[config.mk]
export PLATFORM = sky130hd
export DESIGN_NAME = ipv6_literal_parser_core
export DESIGN_NICKNAME = d
export VERILOG_FILES = /design/src/hw/rtl/ilp_pkg.sv /design/src/hw/rtl/ipv6_literal_parser_core.sv /design/src/hw/rtl/ilp_step.sv /design/src/hw/rtl/ilp_finish.sv
export SDC_FILE = /design/constraint.sdc
export NUM_CORES = 1
export LEC_CHECK = 0
export ABC_AREA = 0
export BUFFER_PORTS_ARGS = -buffer_cell sky130_fd_sc_hd__clkbuf_2
export CORE_AREA = 2 2 191 193
export CTS_CLUSTER_DIAMETER = 200
export CTS_CLUSTER_SIZE = 30
export DETAILED_ROUTE_END_ITERATION = 10
export DIE_AREA = 0 0 193 195
export MAX_ROUTING_LAYER = met4
export PLACE_DENSITY = 0.82
export RECOVER_POWER = 50
export SYNTH_ARGS = -nofsm -noshare
export SYNTH_HDL_FRONTEND = slang
export SYNTH_SLANG_ARGS = --single-unit
[constraint.sdc]
create_clock -name clk -period 8.2 [get_ports clk]
set_input_delay 1.64 -clock clk [delete_from_list [all_inputs] [get_ports clk]]
set_output_delay 1.64 -clock clk [all_outputs]
set_load 0.005 [all_outputs]
[src/hw/rtl/ilp_pkg.sv]
// IPv6 literal parser package: character codes, parse phases, parser state type,
// and the hex-digit and group-close helpers.
// No dependencies; used by every module of the parser.
package ilp_pkg;

  localparam int CHAR_W  = 8;
  localparam int WORD_W  = 16;
  localparam int ADDR_W  = 64;
  localparam int GROUPS  = 8;

  localparam logic [3:0] GROUP_LIMIT = 4'd8;
  localparam logic [2:0] DIGIT_LIMIT = 3'd4;

  localparam logic [CHAR_W-1:0] CH_COLON  = 8'h3A;
  localparam logic [CHAR_W-1:0] CH_LBRACK = 8'h5B;
  localparam logic [CHAR_W-1:0] CH_RBRACK = 8'h5D;

  typedef enum logic [5:0] {
    PH_FIRST       = 6'b000001,
    PH_CONTENT     = 6'b000010,
    PH_LEAD_COLON  = 6'b000100,
    PH_GROUP_START = 6'b001000,
    PH_DIGITS      = 6'b010000,
    PH_ONE_COLON   = 6'b100000
  } phase_t;

  typedef logic [GROUPS-1:0][WORD_W-1:0] group_arr_t;

  // head: groups before "::" at their final index.
  // tail: groups after "::", newest in entry 0 (maps to group 7).
  typedef struct packed {
    phase_t            phase;
    group_arr_t        head;
    group_arr_t        tail;
    logic [3:0]        count;
    logic              cseen;
    logic [WORD_W-1:0] partial;
    logic [2:0]        dcount;
    logic              bracketed;
    logic              bad;
  } parse_state_t;

  function automatic parse_state_t state_init();
    parse_state_t s;
    s = '0;
    s.phase = PH_FIRST;
    return s;
  endfunction

  // {valid, value}
  function automatic logic [4:0] nibble_of(logic [CHAR_W-1:0] ch);
    logic [CHAR_W-1:0] d;
    logic [4:0]        r;
    r = '0;
    priority if (ch >= 8'h30 && ch <= 8'h39) begin
      d = ch - 8'h30;
      r = {1'b1, d[3:0]};
    end else if (ch >= 8'h61 && ch <= 8'h66) begin
      d = ch - 8'h57;
      r = {1'b1, d[3:0]};
    end else if (ch >= 8'h41 && ch <= 8'h46) begin
      d = ch - 8'h37;
      r = {1'b1, d[3:0]};
    end else begin
      d = '0;
      r = {1'b0, d[3:0]};
    end
    return r;
  endfunction

  function automatic parse_state_t close_group(parse_state_t s);
    parse_state_t r;
    r = s;
    if (s.cseen) begin
      r.tail = {s.tail[GROUPS-2:0], s.partial};
    end else begin
      r.head[s.count[2:0]] = s.partial;
    end
    r.count   = s.count + 4'd1;
    r.partial = '0;
    r.dcount  = '0;
    return r;
  endfunction

endpackage

[src/hw/rtl/ipv6_literal_parser_core.sv]
// IPv6 address literal parser, top level: input register, parser state, result register.
// Depends on ilp_pkg, ilp_step and ilp_finish.
//
// Takes one ASCII character per request (s_tlast on the final one) and returns one
// result per literal: the 128-bit address and a malformed flag in m_tuser (address
// zero when set). Brackets around the literal are optional. One character is taken
// every cycle while no final character waits on a stalled result; the final character
// passes through the input register and then the result register, which raises m_tvalid.
// A stalled result holds back the next final character and the input behind it; earlier
// characters keep flowing into the parser state.
module ipv6_literal_parser_core (
  input  logic                              clk,
  input  logic                              rst,
  input  logic                              s_tvalid,
  output logic                              s_tready,
  input  logic [ilp_pkg::CHAR_W-1:0]        s_tdata,   // [7:0] char_in
  input  logic                              s_tlast,
  output logic                              m_tvalid,
  input  logic                              m_tready,
  output logic [2*ilp_pkg::ADDR_W-1:0]      m_tdata,   // [63:0] addr_high, [127:64] addr_low
  output logic                              m_tuser    // [0] status
);
  import ilp_pkg::*;

  logic              in_valid;
  logic [CHAR_W-1:0] in_char;
  logic              in_last;
  parse_state_t      state;
  parse_state_t      state_next;
  parse_state_t      fin_state;
  logic              advance;
  logic              ok;
  logic [ADDR_W-1:0] addr_high;
  logic [ADDR_W-1:0] addr_low;

  assign advance  = in_valid && (!in_last || !m_tvalid || m_tready);
  assign s_tready = !in_valid || advance;

  ilp_step u_step (
    .state      (state),
    .ch         (in_char),
    .last       (in_last),
    .state_next (state_next),
    .fin_state  (fin_state)
  );

  ilp_finish u_finish (
    .fin_state (fin_state),
    .ok        (ok),
    .addr_high (addr_high),
    .addr_low  (addr_low)
  );

  always_ff @(posedge clk) begin
    if (rst) begin
      in_valid <= 1'b0;
      state    <= state_init();
      m_tvalid <= 1'b0;
    end else begin
      if (s_tready) in_valid <= s_tvalid;
      if (advance) state <= state_next;
      if (advance && in_last) m_tvalid <= 1'b1;
      else if (m_tready) m_tvalid <= 1'b0;
    end
  end

  always_ff @(posedge clk) begin
    if (s_tvalid && s_tready) begin
      in_char <= s_tdata;
      in_last <= s_tlast;
    end
    if (advance && in_last) begin
      m_tdata <= {addr_low, addr_high};
      m_tuser <= !ok;
    end
  end

  a_bad_zero: assert property (@(posedge clk) disable iff (rst)
    m_tvalid && m_tuser |-> m_tdata == '0)
    else $error("malformed result carries a nonzero address");

  a_rearm: assert property (@(posedge clk) disable iff (rst)
    advance && in_last |=> state.phase == PH_FIRST && state.count == 4'd0)
    else $error("parser not rearmed after final character");

  a_count: assert property (@(posedge clk) disable iff (rst)
    state.count <= GROUP_LIMIT && state.dcount <= DIGIT_LIMIT)
    else $error("group or digit count out of range");

  a_tail: assert property (@(posedge clk) disable iff (rst)
    !state.cseen |-> state.tail == '0)
    else $error("tail groups stored before compression");

endmodule

[src/hw/rtl/ilp_step.sv]
// Per-character grammar step of the IPv6 literal parser.
// Depends on ilp_pkg; gives the next parser state and the state to finish from.
module ilp_step (
  input  ilp_pkg::parse_state_t           state,
  input  logic [ilp_pkg::CHAR_W-1:0]      ch,
  input  logic                            last,
  output ilp_pkg::parse_state_t           state_next,
  output ilp_pkg::parse_state_t           fin_state
);
  import ilp_pkg::*;

  function automatic parse_state_t open_group(parse_state_t s, logic [3:0] nib);
    parse_state_t r;
    r = s;
    if (s.count >= GROUP_LIMIT) begin
      r.bad = 1'b1;
    end else begin
      r.partial = {{(WORD_W-4){1'b0}}, nib};
      r.dcount  = 3'd1;
      r.phase   = PH_DIGITS;
    end
    return r;
  endfunction

  function automatic parse_state_t mark_compress(parse_state_t s);
    parse_state_t r;
    r = s;
    if (s.cseen) begin
      r.bad = 1'b1;
    end else begin
      r.cseen = 1'b1;
      r.phase = PH_GROUP_START;
    end
    return r;
  endfunction

  logic         first;
  logic         first_br;
  logic         colon;
  logic [4:0]   nib;
  parse_state_t eff;
  parse_state_t fed;

  assign first    = (state.phase == PH_FIRST);
  assign first_br = first && (ch == CH_LBRACK);
  assign colon    = (ch == CH_COLON);
  assign nib      = nibble_of(ch);

  always_comb begin
    eff = state;
    if (first) begin
      eff.phase     = PH_CONTENT;
      eff.bracketed = first_br;
    end
  end

  always_comb begin
    fed = eff;
    if (!eff.bad) begin
      unique case (eff.phase)
        PH_CONTENT: begin
          if (colon) fed.phase = PH_LEAD_COLON;
          else if (nib[4]) fed = open_group(eff, nib[3:0]);
          else fed.bad = 1'b1;
        end
        PH_LEAD_COLON: begin
          if (colon) fed = mark_compress(eff);
          else fed.bad = 1'b1;
        end
        PH_GROUP_START: begin
          if (nib[4]) fed = open_group(eff, nib[3:0]);
          else fed.bad = 1'b1;
        end
        PH_DIGITS: begin
          if (nib[4]) begin
            if (eff.dcount >= DIGIT_LIMIT) begin
              fed.bad = 1'b1;
            end else begin
              fed.partial = {eff.partial[WORD_W-5:0], nib[3:0]};
              fed.dcount  = eff.dcount + 3'd1;
            end
          end else if (colon) begin
            fed       = close_group(eff);
            fed.phase = PH_ONE_COLON;
          end else begin
            fed.bad = 1'b1;
          end
        end
        PH_ONE_COLON: begin
          if (colon) fed = mark_compress(eff);
          else if (nib[4]) fed = open_group(eff, nib[3:0]);
          else fed.bad = 1'b1;
        end
        default: fed.bad = 1'b1;
      endcase
    end
  end

  always_comb begin
    fin_state = fed;
    if (first_br) begin
      fin_state     = eff;
      fin_state.bad = 1'b1;
    end else if (eff.bracketed) begin
      // closing bracket ends the address; it is not fed
      fin_state     = eff;
      fin_state.bad = eff.bad || (ch != CH_RBRACK);
    end
  end

  assign state_next = last ? state_init() : (first_br ? eff : fed);

endmodule

[src/hw/rtl/ilp_finish.sv]
// End-of-literal check and address assembly of the IPv6 literal parser.
// Depends on ilp_pkg; head and tail group stores are merged by OR.
module ilp_finish (
  input  ilp_pkg::parse_state_t           fin_state,
  output logic                            ok,
  output logic [ilp_pkg::ADDR_W-1:0]      addr_high,
  output logic [ilp_pkg::ADDR_W-1:0]      addr_low
);
  import ilp_pkg::*;

  parse_state_t             s;
  logic                     shape_ok;
  logic                     count_ok;
  logic [WORD_W-1:0]        words [GROUPS];

  always_comb begin
    s = fin_state;
    if (fin_state.phase == PH_DIGITS) s = close_group(fin_state);
  end

  assign shape_ok = (fin_state.phase == PH_DIGITS) || (fin_state.phase == PH_GROUP_START);
  assign count_ok = s.cseen ? (s.count < GROUP_LIMIT) : (s.count == GROUP_LIMIT);
  assign ok       = !fin_state.bad && shape_ok && count_ok;

  always_comb begin
    addr_high = '0;
    addr_low  = '0;
    for (int i = 0; i < GROUPS; i++) begin
      words[i] = s.head[i] | s.tail[GROUPS-1-i];
    end
    for (int i = 0; i < GROUPS/2; i++) begin
      addr_high[ADDR_W-1-WORD_W*i -: WORD_W] = words[i];
      addr_low[ADDR_W-1-WORD_W*i -: WORD_W]  = words[i+GROUPS/2];
    end
    if (!ok) begin
      addr_high = '0;
      addr_low  = '0;
    end
  end

endmodule
### Word-level counts from Yosys, hierarchy flattened

Cells that the tools add are included.

* add/sub/neg operators: 6
* equality and inequality tests: 13
* bitwise operators: 8
* multiplexer cells: 46
* magnitude comparators: 13
* reductions and logical operators: 23

Operators with widths (number)
* $mux W288: 6
* $pmux W287 S5: 1
* $mux W287: 3
* $mux W282: 2
* $mux W128: 4
* $mux W267: 1
* $bwmux W128: 2
* $or A16 B16 Y16: 8
* $demux W16 S3: 2
* $mux W19: 3
* $mux W16: 2
* $mux W6: 4
* $ge A8 B7 Y1 const B: 2
* $le A8 B7 Y1 const B: 2
* $mux W5: 3
* $eq A6 B4 Y1 const B: 2
* $eq A6 B5 Y1 const B: 2
* $mux W1: 12
* $logic_and A1 B1 Y1: 11
* $add A4 B1 Y4 const B: 2
* $eq A8 B6 Y1 const B: 1
* $eq A8 B7 Y1 const B: 1
* $ge A8 B6 Y1 const B: 1
* $le A8 B6 Y1 const B: 1
* 20 further kinds: 31

* output and inout port bits: 131
* register bits: 428
* input bits: 13
* logic and storage cells: 138

### Depth between registers and ports, before layout

* depth after elaboration: 23
* gate-level depth with buffers: 18
* depth with buffers taken out: 13

### By module

A second synthesis with hierarchy kept.

* cells, all modules: 3457
* area, all modules: 30162.7 µm²

Modules (own cells, without submodules)
* ipv6_literal_parser_core: area an instance 17068.9 µm², instances 1, seq. area each 9949.5 µm², cells an instance 1398
* ilp_step: area an instance 8678.3 µm², instances 1, seq. area each 0.0 µm², cells an instance 1390
* ilp_finish: area an instance 4415.5 µm², instances 1, seq. area each 0.0 µm², cells an instance 669

### Least setup slack after synthesis

No wires, ideal clock.

* kind: input -> register
* start point: input m_tready
* end point: register m_tdata[0] (netlist name) (enable)
* arrival time: 4857 ps
* setup slack: 2836 ps
* required time: 7693 ps
* setup time: 507 ps
* path buffers: 0
* cell stages on the path: 3
* cell sequence: nor2b_1 nand2_1 and3_1

* longest elaborated chain between the ends: 3

Ends and longest elaborated chain
* from (decl): RTL line ipv6_literal_parser_core.sv:19 `input logic m_tready,`
* $logic_or A1 B1 Y1: RTL line ipv6_literal_parser_core.sv:36 `assign advance = in_valid && (!in_last || !m_tvalid || m_tready);`
* $logic_and A1 B1 Y1: RTL line ipv6_literal_parser_core.sv:36
* $logic_and A1 B1 Y1: RTL line ipv6_literal_parser_core.sv:72 `if (advance && in_last) begin`
* to (signal assigned): RTL line ipv6_literal_parser_core.sv:73 `m_tdata <= {addr_low, addr_high};`
* to (decl): RTL line ipv6_literal_parser_core.sv:20 `output logic [2*ilp_pkg::ADDR_W-1:0] m_tdata,`

No other way between the ends.
A chain may end at the register's enable or synchronous reset.

### Worst setup path in the final report

* start point: register in_char[1]
* end point: register m_tdata[106] (netlist name) (data pin)

* longest elaborated chain between the ends: 18
* elaborated cells between the ends (all ways): 55
* those cells by class: 1 x add/sub; 9 x order compare; 6 x eq/ne; 28 x mux; 1 x bitwise; 10 x reduce/logical

Ends and longest elaborated chain
* from (decl): RTL line ipv6_literal_parser_core.sv:26 `logic [CHAR_W-1:0] in_char;`
* from (signal assigned): RTL line ipv6_literal_parser_core.sv:69 `in_char <= s_tdata;`
* $ge A8 B7 Y1 or $le A8 B7 Y1 (tied branches): RTL line ilp_pkg.sv:61 `end else if (ch >= 8'h41 && ch <= 8'h46) begin`
* $logic_and A1 B1 Y1: RTL line ilp_pkg.sv:61
* $mux W5: RTL line ilp_pkg.sv:61
* $mux W5: RTL line ilp_pkg.sv:58 `end else if (ch >= 8'h61 && ch <= 8'h66) begin`
* $mux W5: RTL line ilp_pkg.sv:55 `priority if (ch >= 8'h30 && ch <= 8'h39) begin`
* $mux W267: RTL line ilp_step.sv:75 `if (nib[4]) begin`
* $pmux W287 S5: RTL line ilp_step.sv:60 `unique case (eff.phase)`
* $mux W288: RTL line ilp_step.sv:59 `if (!eff.bad) begin`
* (+2 left out)
* $lt A3 B4 Y1 (not written as such) or $ge A3 B1 Y1 (tied branches): RTL line ilp_pkg.sv:77 `r.head[s.count[2:0]] = s.partial;`
* $logic_and A1 B1 Y1 (not written as such): RTL line ilp_pkg.sv:77
* $mux W16 (not written as such): RTL line ilp_pkg.sv:77
* $demux W16 S3
* $bwmux W128: RTL line ilp_pkg.sv:77
* $mux W128: RTL line ilp_pkg.sv:74 `if (s.cseen) begin`
* $mux W282: RTL line ilp_finish.sv:18 `if (fin_state.phase == PH_DIGITS) s = close_group(fin_state);`
* $or A16 B16 Y16: RTL line ilp_finish.sv:29 `words[i] = s.head[i] | s.tail[GROUPS-1-i];`

Every way passes the cells marked *; elsewhere a longest branch is shown, timed or not.

==> results.md <==
* Residual DRC count at 0
* Post-route cell area at between 20,000 and 25,000 um^2
* Final setup fails at 0
* Multi-input gate area at 10,200 um^2
* Yosys warnings at 0
* Status: finished, violations left
* Sequential cell area fraction in the yosys report at 0.473
* Most common cell after layout, fill and taps aside: nor2_1
* Die Ht at just under 200 um
* Remaining antenna violation count at 0
* Placed cell area at 21,800 um^2
* Failing checks: capacitance limit, slew limit
* Net Count, Synth at around 2,400
* CTS tree: yes
* Skew-Pair Late Insertion Delay at 0.55 ns
* Sequential power share at 0.630
* Nets@finish at roughly 2,300
* Synth area leader: dfxtp_1
* Largest family of logic cells by synthesized area: compound AO/OA/AOI/OAI gates
* Total grt overflow at 0
* Switch share at 0.235
* Fill cell count at between 2,000 and 3,000
* Hold Buf Count CTS at 0
* P_int at 2.67 mW
* Fin crit period at about 6.3 ns
* Max VDD drop at roughly 0.2 mV
* Synth cell types at 77
* Post-synthesis adder-cell area fraction at 0.00476
* Synthesis-to-layout area growth at 5.72%
* Placer congestion estimate at 0.992
* Gate count after technology mapping at between 2,000 and 2,500
* Core Region at between 30,000 and 40,000 um^2
* WP data required at about 8.6 ns
* Initial Util at 0.594
* Layout cell share with drive strength beyond 1 at 0.0997
* Max Clk Rate at 0.158 GHz
* Largest net degree at the start of global routing at roughly 130
* Synth top area share at 0.276
* Crit. End Element: flop
* Vias per cell at between 7 and 8
* CTS H-tree lvls at 1
* Reg area at roughly 10000 um^2
* Clk pwr share at 0.324
* Multiplexer area fraction after synthesis at 0.0644
* Max-Cap Viols at 4
* Slew margin rel. at -0.714
* CP Max Fanout at 66
* Xor/xnor share of the synthesized area at 0.00291
* Detailed Route WL at approximately 72 mm
* Main flop type after synthesis: dfxtp_1
* Vias in the first global route at 18,090
* Switch Pwr at 0.819 mW
* Post-synth ARST share at 0
* Cts repair resizes at 0
* Max Transition Viols Final at ~190
* Final hold vios at 0
* Post-CTS Setup Repair Bufs at 0
* Fin crit share at 0.772
* Pre-CTS setup slack at ~3 ns
* Synth Area in Compound Gates at 0.240
* Crit path DAT at 6.71 ns
* Syn Std Cell Area at 21,000 um^2
* Initial DRC Count at roughly 3,200
* Die area at approximately 38,000 um^2
* Synthesized-area fraction occupied by and/or/nand/nor cells at 0.168
* Root buffer cell: clkbuf_16
* Global-route wire length before repair at 108 mm
* Top cells by area, synth: dfxtp_1 (28%), edfxtp_1 (20%), a22oi_1 (9.8%)
* Fin Setup TNS at 0 ns
* Setup WS post-layout at around 1.9 ns
* Crit Path Class: reg -> reg
* Power density cells at 157 nW/um^2
* Wire per inst at between 20 and 30 um
* Worst Setup Start Kind: flop
* Gate power share at 0.047
* Row count at slightly below 70
* PortBufs at ~140
* Worst-path clk slew at roughly 0.11 ns
* Syn Area/Cell at approximately 9.0 um^2
* Dpl hpwl at 46.9 mm
* Drt first pass iters at 8
* Worst slew pin tran at around 2.6 ns
* Leakage power at 7.73 nW
* Detailed-route via count at 19,742
* RSZ-0062 raised after global routing: false
* EDFF count, synth at about 140
* Commonest non-fill, non-tap cells in the layout: nor2_1 (357), nand2_1 (291), dfxtp_1 (290)
* Worst hold path type: reg -> reg
* Global Route Usage Sum at 0.384
* Yosys reg bits at approximately 430
* Die Wd at approximately 190 um
* CTS buffer count at 18
* CTS sink count at 428
* Clk buf depth at 3
* Post-Route Skew at just over 0.04 ns
* IO Count at around 140
* Antenna violations before repair at 1
-- routing by layer --
layer,part of all wire,track usage,vias up
met1,0.38,0.513,9404
met3,0.12,0.0634,285
li1,-,-,8543
met2,0.43,0.558,1510
met4,0.069,0.202,0
met5,0,-,-
-- sequential cells by signal (all words and copies together), names as in the netlist --
signal    count
in_char       8
m_tuser       1
in_last       1
state       288
m_tdata     128
in_valid      1
m_tvalid      1
-- critical path: stages, from the launching register on --
cell and delay (ns):
edfxtp_1 0.47, ha_1 0.21, nor4bb_1 0.34, nand4_1 0.41
nand2_1 0.21, clkbuf_1 1.44, nor3_1 0.28, nor3b_4 0.41
and3_4 0.67, nand4_1 0.22, a211o_4 0.64, buf_4 0.50
a31oi_1 0.26
-- kinds of logic (layout without fill, tap and decap cells) --
family / Yosys count / after routing
AO/OA/AOI/OAI: 703 / 703
XOR/XNOR: 7 / 7
adder cells (fa/ha/maj): 8 / 8
buffers and inverters: 242 / 233
flip-flops: 428 / 428
multiplexers: 126 / 126
other: 0 / 2
AND/OR/NAND/NOR: 821 / 821
-- final cells by class --
cell class	instances	area share
multi-input combinational	1665	0.457
timing repair buffer	191	0.0424
antenna	2	0.000225
tap	461	0.0259
sequential	428	0.447
clock buffer	31	0.0234
clock inverter	1	0.00135
inverter	10	0.00169
-- through the flow --
stage,hold slack [ns],total power [mW],util,std cells
3_5_place_dp,0.482,2.40,0.617,2755
5_1_grt,0.533,3.56,0.628,2788
3_3_place_gp,0.471,2.40,0.617,2755
6_report,0.500,3.49,0.628,2789
4_1_cts,0.504,3.49,0.632,2787
2_1_floorplan,0.458,2.35,-,2335
-- Yosys cell counts, types with 5 or more instances --
| library cell | number |
|---|---|
| a211o_1 | 48 |
| a211oi_1 | 10 |
| a21oi_1 | 80 |
| a221oi_1 | 15 |
| a222oi_1 | 16 |
| a22oi_1 | 274 |
| a31oi_1 | 105 |
| a41oi_1 | 5 |
| and2_1 | 5 |
| and3_1 | 10 |
| buf_1 | 19 |
| buf_2 | 40 |
| clkbuf_1 | 168 |
| dfxtp_1 | 290 |
| edfxtp_1 | 138 |
| ha_1 | 8 |
| inv_1 | 9 |
| mux2_2 | 75 |
| mux2i_1 | 51 |
| nand2_1 | 291 |
| nand2b_1 | 19 |
| nand3_1 | 60 |
| nand4_1 | 5 |
| nor2_1 | 358 |
| nor2b_1 | 9 |
| nor3_1 | 15 |
| o211ai_1 | 51 |
| o21ai_0 | 41 |
| o21ai_1 | 5 |
| o221ai_1 | 17 |
| or2_2 | 16 |
-- power groups by stage --
stage | Clock [mW] | Combinational (mW) | Sequential (mW)
3_3_place_gp | 0 | 0.160 | 2.24
2_1_floorplan | 0 | 0.112 | 2.24
5_1_grt | 1.19 | 0.174 | 2.20
4_1_cts | 1.13 | 0.162 | 2.20
3_5_place_dp | 0 | 0.161 | 2.24
6_report | 1.13 | 0.163 | 2.20
-- path summary, 6_finish.rpt --
kind,from,endpoint,slack (ns),cells past startpoint
worst max-delay path,in_char[1],m_tdata[106],1.87,12
worst min-delay path,state[227],state[227],0.50,2
worst max register to register,in_char[1],m_tdata[106],1.87,12
worst min register to register,state[227],state[227],0.50,2
No activity file was read; power rests on OpenSTA's default activity.
